[src/plsw_pkg.sv]
// ----------------------------------------------------------------------------
// Sliding window limiter package
// Shared types and constants for the per-user sliding window rate limiter.
// ----------------------------------------------------------------------------
package plsw_pkg;

	localparam int LOG_DEPTH_DEF = 64;

	localparam int USER_W  = 16;
	localparam int TIME_W  = 32;
	localparam int COUNT_W = 7;
	localparam int CFG_W   = 32;
	localparam int CFG_IDX_W = 1;

	// Register indexes of the configuration port.
	localparam logic [CFG_IDX_W-1:0] REG_MAX_REQUESTS  = 1'd0;
	localparam logic [CFG_IDX_W-1:0] REG_WINDOW_LENGTH = 1'd1;

	localparam logic [COUNT_W-1:0] MAX_REQUESTS_RST  = 7'd3;
	localparam logic [TIME_W-1:0]  WINDOW_LENGTH_RST = 32'd10;
	localparam logic [COUNT_W-1:0] COUNT_SAT         = 7'd127;

	// One log entry as stored in the log memory.
	typedef struct packed {
		logic              valid;
		logic [USER_W-1:0] user;
		logic [TIME_W-1:0] stamp;
	} entry_t;

	// Verdict of the entry evaluation unit on one log entry.
	typedef struct packed {
		logic expire;
		logic live;
		logic match;
	} eval_t;

endpackage

[src/plsw_req_if.sv]
// ----------------------------------------------------------------------------
// Request channel
// Valid/ready channel carrying one rate limit request per beat.
// ----------------------------------------------------------------------------
interface plsw_req_if;
	logic                         valid;
	logic                         ready;
	logic [plsw_pkg::USER_W-1:0]  user_id;
	logic [plsw_pkg::TIME_W-1:0]  request_time;

	modport source (output valid, output user_id, output request_time, input ready);
	modport sink (input valid, input user_id, input request_time, output ready);
endinterface

[src/plsw_resp_if.sv]
// ----------------------------------------------------------------------------
// Response channel
// Valid/ready channel carrying one limiter decision per beat.
// ----------------------------------------------------------------------------
interface plsw_resp_if;
	logic                          valid;
	logic                          ready;
	logic                          allowed;
	logic [plsw_pkg::COUNT_W-1:0]  user_count;
	logic                          log_full;

	modport source (output valid, output allowed, output user_count, output log_full,
		input ready);
	modport sink (input valid, input allowed, input user_count, input log_full,
		output ready);
endinterface

[src/plsw_ram.sv]
// ----------------------------------------------------------------------------
// Generic RAM
// One write port and one read port, read data registered.
// ----------------------------------------------------------------------------
module plsw_ram #(
	parameter int WIDTH = 8,
	parameter int DEPTH = 64
) (
	input  logic                     clk,
	input  logic                     we,
	input  logic [$clog2(DEPTH)-1:0] waddr,
	input  logic [WIDTH-1:0]         wdata,
	input  logic                     re,
	input  logic [$clog2(DEPTH)-1:0] raddr,
	output logic [WIDTH-1:0]         rdata
);

	logic [WIDTH-1:0] mem_q [DEPTH];

	always_ff @(posedge clk) begin
		if (we) begin
			mem_q[waddr] <= wdata;
		end
		if (re) begin
			rdata <= mem_q[raddr];
		end
	end

endmodule

[src/plsw_eval.sv]
// ----------------------------------------------------------------------------
// Entry evaluation unit
// Ages one log entry against the request, flags expiry and a user match,
// and advances the saturating match count.
// ----------------------------------------------------------------------------
module plsw_eval (
	input  plsw_pkg::entry_t             entry,
	input  logic [plsw_pkg::USER_W-1:0]  user_id,
	input  logic [plsw_pkg::TIME_W-1:0]  now,
	input  logic [plsw_pkg::TIME_W-1:0]  window_length,
	input  logic [plsw_pkg::COUNT_W-1:0] count_in,
	output plsw_pkg::eval_t              verdict,
	output logic [plsw_pkg::COUNT_W-1:0] count_out
);

	logic [plsw_pkg::TIME_W-1:0] age;

	// Ages wrap modulo 2^32, so an entry stamped after the request looks old.
	assign age = now - entry.stamp;

	always_comb begin
		verdict.expire = entry.valid && (age >= window_length);
		verdict.live   = entry.valid && !verdict.expire;
		verdict.match  = verdict.live && (entry.user == user_id);
		count_out      = count_in;
		if (verdict.match && (count_in != plsw_pkg::COUNT_SAT)) begin
			count_out = count_in + plsw_pkg::COUNT_W'(1);
		end
	end

endmodule

[src/per_user_sliding_window_limiter_core.sv]
// ----------------------------------------------------------------------------
// Per-user sliding window limiter
// Keeps a log of allowed requests; each request expires old entries, counts
// the user's live entries and is allowed and logged when under the limit.
//
//   channel   dir  beat contents
//   req       in   user_id, request_time
//   resp      out  allowed, user_count, log_full
//   cfg_*     in   write enable, register index, write data (no handshake)
//
// The sequencer walks the log memory one entry per cycle through the single
// read port and the shared entry evaluation unit, drains the registered read
// data, then decides and writes the new entry.
// The response is registered in the decision step, and the next request beat
// can be taken once the response is valid.
// After reset the log memory is cleared one entry per cycle, during which
// req.ready stays low.
// The response sits in an output register; a new request is taken while it
// waits, and the decision step holds until that register is free.
// ----------------------------------------------------------------------------
module per_user_sliding_window_limiter_core #(
	parameter int LOG_DEPTH = plsw_pkg::LOG_DEPTH_DEF
) (
	input  logic                           clk,
	input  logic                           arst_n,
	plsw_req_if.sink                       req,
	plsw_resp_if.source                    resp,
	input  logic                           cfg_we,
	input  logic [plsw_pkg::CFG_IDX_W-1:0] cfg_index,
	input  logic [plsw_pkg::CFG_W-1:0]     cfg_data
);

	localparam int ADDR_W = $clog2(LOG_DEPTH);
	localparam int CNT_W  = $clog2(LOG_DEPTH + 1);
	localparam logic [CNT_W-1:0] DEPTH_C = CNT_W'(LOG_DEPTH);
	localparam logic [CNT_W-1:0] LAST_C  = CNT_W'(LOG_DEPTH - 1);
	localparam int ENTRY_W = $bits(plsw_pkg::entry_t);

	localparam logic [1:0] ST_CLEAR  = 2'd0;
	localparam logic [1:0] ST_IDLE   = 2'd1;
	localparam logic [1:0] ST_SCAN   = 2'd2;
	localparam logic [1:0] ST_DECIDE = 2'd3;

	logic [1:0]                      state_q;
	logic [CNT_W-1:0]                idx_q;
	logic                            eval_vld_s1;
	logic [ADDR_W-1:0]               eval_idx_s1;
	logic [plsw_pkg::COUNT_W-1:0]    count_q;
	logic                            free_found_q;
	logic [ADDR_W-1:0]               free_idx_q;
	logic [plsw_pkg::USER_W-1:0]     uid_q;
	logic [plsw_pkg::TIME_W-1:0]     now_q;
	logic [plsw_pkg::COUNT_W-1:0]    max_q;
	logic [plsw_pkg::TIME_W-1:0]     window_q;

	logic                            resp_valid_q;
	logic                            resp_allowed_q;
	logic [plsw_pkg::COUNT_W-1:0]    resp_count_q;
	logic                            resp_full_q;

	logic                            ram_we;
	logic [ADDR_W-1:0]               ram_waddr;
	plsw_pkg::entry_t                ram_wentry;
	logic                            ram_re;
	logic [ENTRY_W-1:0]              ram_rdata;
	plsw_pkg::entry_t                rd_entry;

	plsw_pkg::eval_t                 verdict;
	logic [plsw_pkg::COUNT_W-1:0]    count_next;

	logic                            under_limit;
	logic                            allow;
	logic                            out_free;
	logic                            req_fire;

	assign rd_entry    = plsw_pkg::entry_t'(ram_rdata);
	assign under_limit = count_q < max_q;
	assign allow       = under_limit && free_found_q;
	assign out_free    = !resp_valid_q || resp.ready;
	assign req.ready   = (state_q == ST_IDLE);
	assign req_fire    = req.valid && req.ready;

	assign resp.valid      = resp_valid_q;
	assign resp.allowed    = resp_allowed_q;
	assign resp.user_count = resp_count_q;
	assign resp.log_full   = resp_full_q;

	plsw_ram #(
		.WIDTH (ENTRY_W),
		.DEPTH (LOG_DEPTH)
	) u_log (
		.clk   (clk),
		.we    (ram_we),
		.waddr (ram_waddr),
		.wdata (ram_wentry),
		.re    (ram_re),
		.raddr (idx_q[ADDR_W-1:0]),
		.rdata (ram_rdata)
	);

	plsw_eval u_eval (
		.entry         (rd_entry),
		.user_id       (uid_q),
		.now           (now_q),
		.window_length (window_q),
		.count_in      (count_q),
		.verdict       (verdict),
		.count_out     (count_next)
	);

	// Log memory write port: clearing pass, expiry write-back, insertion.
	always_comb begin
		ram_we     = 1'b0;
		ram_waddr  = eval_idx_s1;
		ram_wentry = rd_entry;
		ram_re     = (state_q == ST_SCAN) && (idx_q != DEPTH_C);
		unique case (state_q)
			ST_CLEAR: begin
				ram_we     = 1'b1;
				ram_waddr  = idx_q[ADDR_W-1:0];
				ram_wentry = '0;
			end
			ST_SCAN: begin
				ram_we           = eval_vld_s1 && verdict.expire;
				ram_wentry.valid = 1'b0;
			end
			ST_DECIDE: begin
				ram_we           = allow;
				ram_waddr        = free_idx_q;
				ram_wentry.valid = 1'b1;
				ram_wentry.user  = uid_q;
				ram_wentry.stamp = now_q;
			end
			default: begin
			end
		endcase
	end

	always_ff @(posedge clk or negedge arst_n) begin
		if (!arst_n) begin
			max_q    <= plsw_pkg::MAX_REQUESTS_RST;
			window_q <= plsw_pkg::WINDOW_LENGTH_RST;
		end else if (cfg_we) begin
			unique case (cfg_index)
				plsw_pkg::REG_MAX_REQUESTS:  max_q <= cfg_data[plsw_pkg::COUNT_W-1:0];
				plsw_pkg::REG_WINDOW_LENGTH: window_q <= cfg_data[plsw_pkg::TIME_W-1:0];
				default: begin
				end
			endcase
		end
	end

	always_ff @(posedge clk or negedge arst_n) begin
		if (!arst_n) begin
			state_q      <= ST_CLEAR;
			idx_q        <= '0;
			eval_vld_s1  <= 1'b0;
			resp_valid_q <= 1'b0;
		end else begin
			eval_vld_s1 <= ram_re;
			if (resp_valid_q && resp.ready) begin
				resp_valid_q <= 1'b0;
			end
			unique case (state_q)
				ST_CLEAR: begin
					idx_q <= idx_q + CNT_W'(1);
					if (idx_q == LAST_C) begin
						state_q <= ST_IDLE;
					end
				end
				ST_IDLE: begin
					idx_q <= '0;
					if (req_fire) begin
						state_q <= ST_SCAN;
					end
				end
				ST_SCAN: begin
					if (idx_q != DEPTH_C) begin
						idx_q <= idx_q + CNT_W'(1);
					end else if (!eval_vld_s1) begin
						state_q <= ST_DECIDE;
					end
				end
				ST_DECIDE: begin
					if (out_free) begin
						resp_valid_q <= 1'b1;
						state_q      <= ST_IDLE;
					end
				end
				default: state_q <= ST_IDLE;
			endcase
		end
	end

	// Request payload, running count, free slot search and response register.
	always_ff @(posedge clk) begin
		eval_idx_s1 <= idx_q[ADDR_W-1:0];
		if (req_fire) begin
			uid_q        <= req.user_id;
			now_q        <= req.request_time;
			count_q      <= '0;
			free_found_q <= 1'b0;
		end
		if ((state_q == ST_SCAN) && eval_vld_s1) begin
			count_q <= count_next;
			if (!verdict.live && !free_found_q) begin
				free_found_q <= 1'b1;
				free_idx_q   <= eval_idx_s1;
			end
		end
		if ((state_q == ST_DECIDE) && out_free) begin
			resp_allowed_q <= allow;
			resp_count_q   <= count_q;
			resp_full_q    <= under_limit && !free_found_q;
		end
	end

endmodule

[src/flat_wrapper.sv]
// flat-port wrapper written by rule: the top's interface ports become plain ports
module per_user_sliding_window_limiter_core_flat 
#(
	parameter int LOG_DEPTH = plsw_pkg::LOG_DEPTH_DEF
)
  (clk, arst_n, cfg_we, cfg_index, cfg_data, req_valid, req_user_id, req_request_time, req_ready, resp_valid, resp_allowed, resp_user_count, resp_log_full, resp_ready);
  plsw_req_if req_i ();
  plsw_resp_if resp_i ();
  input  logic clk;
  input  logic arst_n;
  input  logic cfg_we;
  input  logic [plsw_pkg::CFG_IDX_W-1:0] cfg_index;
  input  logic [plsw_pkg::CFG_W-1:0] cfg_data;
  input wire logic [$bits(req_i.valid)-1:0] req_valid;
  input wire logic [$bits(req_i.user_id)-1:0] req_user_id;
  input wire logic [$bits(req_i.request_time)-1:0] req_request_time;
  output wire logic [$bits(req_i.ready)-1:0] req_ready;
  output wire logic [$bits(resp_i.valid)-1:0] resp_valid;
  output wire logic [$bits(resp_i.allowed)-1:0] resp_allowed;
  output wire logic [$bits(resp_i.user_count)-1:0] resp_user_count;
  output wire logic [$bits(resp_i.log_full)-1:0] resp_log_full;
  input wire logic [$bits(resp_i.ready)-1:0] resp_ready;
  assign req_i.valid = req_valid;
  assign req_i.user_id = req_user_id;
  assign req_i.request_time = req_request_time;
  assign req_ready = req_i.ready;
  assign resp_valid = resp_i.valid;
  assign resp_allowed = resp_i.allowed;
  assign resp_user_count = resp_i.user_count;
  assign resp_log_full = resp_i.log_full;
  assign resp_i.ready = resp_ready;
  per_user_sliding_window_limiter_core #(.LOG_DEPTH(LOG_DEPTH)) u_core (.clk(clk), .arst_n(arst_n), .req(req_i), .resp(resp_i), .cfg_we(cfg_we), .cfg_index(cfg_index), .cfg_data(cfg_data));
endmodule
[config.mk]
export PLATFORM = sky130hd
export DESIGN_NAME = per_user_sliding_window_limiter_core_flat
export DESIGN_NICKNAME = d
export VERILOG_FILES = /design/src/plsw_pkg.sv /design/src/plsw_req_if.sv /design/src/plsw_resp_if.sv /design/src/plsw_ram.sv /design/src/plsw_eval.sv /design/src/per_user_sliding_window_limiter_core.sv /design/src/flat_wrapper.sv
export SDC_FILE = /design/constraint.sdc
export NUM_CORES = 2
export LEC_CHECK = 0
export BUFFER_PORTS_ARGS = -buffer_cell sky130_fd_sc_hd__buf_2
export CAP_MARGIN = 0
export CORE_MARGIN = 4
export CORE_UTILIZATION = 45
export DETAILED_ROUTE_END_ITERATION = 16
export PLACE_DENSITY = 0.69
export SLEW_MARGIN = 30
export SYNTH_ARGS = -nofsm -noshare
export SYNTH_HDL_FRONTEND = slang
export SYNTH_SLANG_ARGS = --single-unit
[constraint.sdc]
create_clock -name clk -period 10 [get_ports clk]
set_clock_uncertainty 0.05 [all_clocks]
set_input_delay 0.5 -clock clk [delete_from_list [all_inputs] [get_ports clk]]
set_output_delay 0.5 -clock clk [all_outputs]
set_load 0.05 [all_outputs]
Word-level counts from Yosys, hierarchy flattened. Memory sizes are Yosys's and may differ from the RTL's. A register that Yosys moved wholly into a read port is not among the register bits. Index checks and enable logic that the tools add are counted.

Add/sub/neg operators: 3. Magnitude comparators: 2. Equal/unequal tests: 14. Muxes and demuxes: 23. Bitwise gates (word level): 1. Reduce and logical (&&, ||, !) cells: 28.

Operators by type and width (number): one-hot mux 48 bit (2 select lines) (1); >= comparator 32 bit (1); subtractor 32 bit (1); two-way mux 7 bit (4); one-hot mux 7 bit (3 select lines) (1); == test 16 bit (1); adder 7 x 1 -> 7 bit (second input constant) (2); inequality test 7 bit (second input constant) (2); logical AND 1 bit (13); one-hot mux 6 bit (2 select lines) (1); two-way mux 2 bit (5); AND reduction 2 bit (5); two-way mux 1 bit (8); inequality test 2 bit (second input constant) (4); one-hot mux 2 bit (4 select lines) (1); == test 7 x 6 -> 1 bit (second input constant) (1); < comparator 7 bit (1); inequality test 2 x 1 -> 1 bit (second input constant) (3); AND reduction 5 bit (1); == test 2 bit (second input constant) (2); zero test 1 bit (4); one-hot mux 1 bit (3 select lines) (1); nonzero test 3 bit (1); == test 2 x 1 -> 1 bit (second input constant) (1); other kinds (6) (6).

Flip-flop bits (word level): 127. Bits in writable memories: 3136. Input bits: 86. Output and inout port bits: 11. Word-level logic and storage cells: 87. Memories kept: 1.

Memory list: u_core.u_log.mem_q (depth 64, bits a word 49, read ports 1, clocked after Yosys merged registers in 1, write ports 1, RTL line plsw_ram.sv:18) `logic [WIDTH-1:0] mem_q [DEPTH];`.

Longest topological paths before layout.
Depth after elaboration: 9. Depth in mapped cells: 20. Gate-level depth less buffers: 19.

Hierarchy. A second synthesis with hierarchy kept.

Cells, all modules: 6071. Area total of the unflattened synthesis: 128672.2 µm².

By module, submodules not included: plsw_ram (instances 1, cells an instance 5283, area each 120483.1 µm², sequential area each 95641.7 µm²); per_user_sliding_window_limiter_core (instances 1, cells an instance 362, area each 5180.0 µm², sequential area each 3498.4 µm²); plsw_eval (instances 1, cells an instance 426, area each 3009.1 µm², sequential area each 0.0 µm²).

Worst setup path before layout. No wires, ideal clock.

Path kind: register to register. From: reg u_core.now_q[0] (netlist name). To: mem u_core.u_log.mem_q[13][0] (netlist name) (enable). Setup time: 0.529 ns. Arrival time: 8.017 ns. Required time: 9.421 ns. Path slack: 1.404 ns. Stages on the path, launching flop included: 20. Buffers on the path: 1. Period minus slack after synthesis: 8.596 ns. Path through: edfxtp_1 inv_1 ha_1 inv_1 fa_1 a211o_1 a211oi_1 o311a_1 o31a_1 nor3_1 or3_1 ha_1 nand4_1 or3_1 or2_2 o221a_2 o21ai_2 o21ai_1 buf_2 a211oi_1.

Word-level cells in the longest chain between the ends: 7.

Ends and longest elaborated chain: start, declared (RTL line per_user_sliding_window_limiter_core.sv:52) `logic [plsw_pkg::TIME_W-1:0] now_q;`; start signal, assigned (RTL line per_user_sliding_window_limiter_core.sv:200) `now_q <= req.request_time;`; subtractor 32 bit (RTL line plsw_eval.sv:19) `assign age = now - entry.stamp;`; >= comparator 32 bit (RTL line plsw_eval.sv:22) `verdict.expire = entry.valid && (age >= window_length);`; logical AND 1 bit (RTL line plsw_eval.sv:22); logical AND 1 bit (RTL line per_user_sliding_window_limiter_core.sv:124) `ram_we = eval_vld_s1 && verdict.expire;`; one-hot mux 1 bit (3 select lines) (RTL line per_user_sliding_window_limiter_core.sv:117) `unique case (state_q)`; two-way mux 1 bit (RTL line plsw_ram.sv:21) `if (we) begin`; two-way mux 1 bit (not written as such) (RTL line plsw_ram.sv:22) `mem_q[waddr] <= wdata;`; end, declared (RTL line plsw_ram.sv:18).

Every way passes these cells.

Worst setup path after layout.
From: reg u_core.now_q[0] (netlist name). To: mem u_core.u_log.mem_q[29][8] (netlist name) (enable).

Same word-level chain as after synthesis.

==> flow_summary.yaml <==
drt:
  drt-total-wl_mm: 351.3
  ant_nets: 0
  vias_per_cell: 6.283
  post_drt_wl_per_cell_um: 35.43
  drcViolationCount: 0
  drt_iter0_drc: 9475
  vias: 62290
  first_pass_iters: 5
sta:
  fin_crit_ps: 7251
  hold_viol: 0
  setup_viol_count_final: 0
  tns_ps: 0
  worst_slew_pin_slew_ps: 1076
  relSlewSlack: 0.2774
  clock.fmax_ghz: 0.1379
  drv_slew: 0
  rsz0062_at_grt: "no"
  layout_setup_ws_ps: 2749
  finalCritPeriodShare: 0.7251
global_route:
  grt_max_degree: 116
  grt_usage: 0.2388
  antenna_found_initial: 38
  grt_pass1_wl_mm: 493.6
  grt_overflow_total: 0
  first_global_vias: 61550
critical_path:
  crit_required_ps: 10520
  path_class: "register to register"
  cp.arrival_ps: 7770
  cp-end-kind: "register"
  crit_path_max_fanout: 34
  start_kind: "register"
clocking:
  tritoncts: "done"
  cts_root_buffer: "clkbuf_16"
  cts_buffers: 344
  cts_max_level: 5
  cts_resized: 0
  clock-sinks: 3312
  cts.reportedPaths.clkPinSlew_ps: 60
  clock_latency_ps: 970
  cts_buffer_depth: 4
place:
  dp.cells: 9205
  port_buffers: 96
  dp_hpwl_mm: 213.7
  pre_cts_slack_ps: 2845
  gp_congestion: 0.8827
finish:
  n_fill_cell: 21470
  final_common_cell: "edfxtp_1"
  layout_common_cells: "edfxtp_1 (3255), mux4_2 (1002), clkbuf_16 (350)"
  syn_to_final_growth_pct: 14.44
  drive_above_1_share: 0.3147
  final_nets: 6049
  stdcell_count: 9914
pwr:
  peakVddDrop_v: 0.0001774
  powerDensity_nw_per_um2: 186.6
  p_leak_nw: 38.13
run:
  maxCapViolations: 0
logic_synthesis:
  seq_area_frac_synth: 0.7704
  ys.flop_type: "edfxtp_1"
  syn_avg_cell_area_um2: 23.76
  synth_area_um2: 128700
  ys_async_sr_fraction: 0.01510
  yosys_warnings: 0
  postSynthRegisterBits: 3312
  synthCells: 5416
  synth_edf_count: 3255
  syn_nets: 5580
  synth.distinct_cells: 65
die:
  die_area_um2: 294600
  row_count: 196
  start_util: 0.4516
  die_x_um: 542.8
  fp.dieH_um: 542.8
  io-pin-count: 97
  core_um2: 285000
status:
  status: "complete, no violations"
min_path:
  hold_class: "input pin to register"
==> routing by layer <==
metal | track usage | wire, µm | vias to the layer above
met1 | 0.3325 | 131200 | 33510
li1 | - | - | 24250
met2 | 0.3672 | 165600 | 3866
met4 | 0.09563 | 16510 | 14
met3 | 0.05655 | 37860 | 649
met5 | 0 | 94 | -
==> through the flow <==
step                      hold WS (ps)  area [µm²]  power [mW]  utilization
final                            113.8      147300       27.49       0.5168
after global routing             133.6      147200       28.28       0.5167
after CTS                        69.27      147200       27.63       0.5164
after detailed placement         366.8      135600       15.47       0.4757
after global placement           364.4      135200       15.47       0.4744
after floorplan                  154.4      128700       15.40            -
==> synthesized netlist by cell type (35+ instances only) <==
cell      count  area (µm²)
clkbuf_1    156       585.6
a21oi_1     110       550.5
dfrtp_1      46        1151
inv_1        86       322.8
a211oi_1     55       412.9
edfxtp_1   3255       97740
mux2_2       35       394.1
buf_2        98       490.5
nor2_1       38       142.6
mux4_2     1002       22570
ha_1         77       963.4
a21o_1       36       270.3
nand2_1      57       214.0
a22o_1       46       402.9
==> critical path: stages, from the launching register on <==
cell	delay, ps
edfxtp_1	390
inv_1	70
ha_1	150
inv_1	50
fa_1	420
a211o_1	310
a211oi_1	440
o311a_1	310
o31a_1	350
nor3_1	100
or3_1	370
ha_1	290
nand4_1	150
or4_1	540
or2_0	290
nor3_1	430
o21ai_4	60
buf_4	340
a211oi_4	940
buf_4	640
==> path summary, 6_finish.rpt <==
path                                                     from                                   to  slack (ps)  cells past startpoint
worst max-delay path                u_core.now_q[0]$_DFFE_PP_  u_core.u_log.mem_q[29][8]$_DFFE_PP_        2750                     19
max in group asynchronous                              arst_n          u_core.idx_q[4]$_DFFE_PN0P_        9110                      3
worst min register to register  u_core.eval_idx_s1[5]$_DFF_P_       u_core.free_idx_q[5]$_DFFE_PP_         380                      0
min in group asynchronous                              arst_n      u_core.window_q[25]$_DFFE_PN0P_         140                      3
worst max register to register      u_core.now_q[0]$_DFFE_PP_  u_core.u_log.mem_q[29][8]$_DFFE_PP_        2750                     19
worst min-delay path                                   cfg_we          u_core.max_q[4]$_DFFE_PN0P_         110                      3
==> area by class of cell <==
cell class,count,area [µm²],share of cell area
diodes,16,40.04,0.0002719
clock buffers,422,9067,0.06157
clock inverters,175,1590,0.01080
inverters,86,324.1,0.002200
multi-input cells,1742,28920,0.1964
flip-flops and latches,3312,99160,0.6734
well taps,3762,4707,0.03196
repair buffers,399,3453,0.02345
==> timing repair <==
item	4_1_cts	5_1_grt
buffers inserted	0	0
hold buffers	94	0
endpoints found under the hold margin	135	0
==> cell families after synthesis <==
| kind of cell | after synthesis | share of synthesized area |
|---|---|---|
| and+or+nand+nor | 207 | 0.008022 |
| buffers and inverters | 362 | 0.01180 |
| DFF | 3312 | 0.7704 |
| muxes | 1067 | 0.1808 |
| adders and majority gates | 78 | 0.007642 |
| xor gates and xnor gates | 48 | 0.003267 |
| AOI/OAI and AO/OA | 342 | 0.01808 |
==> where the power goes <==
group          switching (mW)  leakage [nW]  internal, mW
clock                    5.18          5.22          7.10
combinational          0.0833          9.49        0.0811
sequential             0.0126          23.4          15.0
total                    5.28          38.1          22.2
==> sequential cells by signal (all words and copies together), names as in the netlist, 7 cells and up <==
register	count
u_core.u_log.mem_q	3136
u_core.idx_q	7
u_core.resp.user_count	7
u_core.now_q	32
u_core.uid_q	16
u_core.window_q	32
u_core.max_q	7
u_core.u_log.rdata	49
u_core.count_q	7
(Power assumes the default switching activity.)
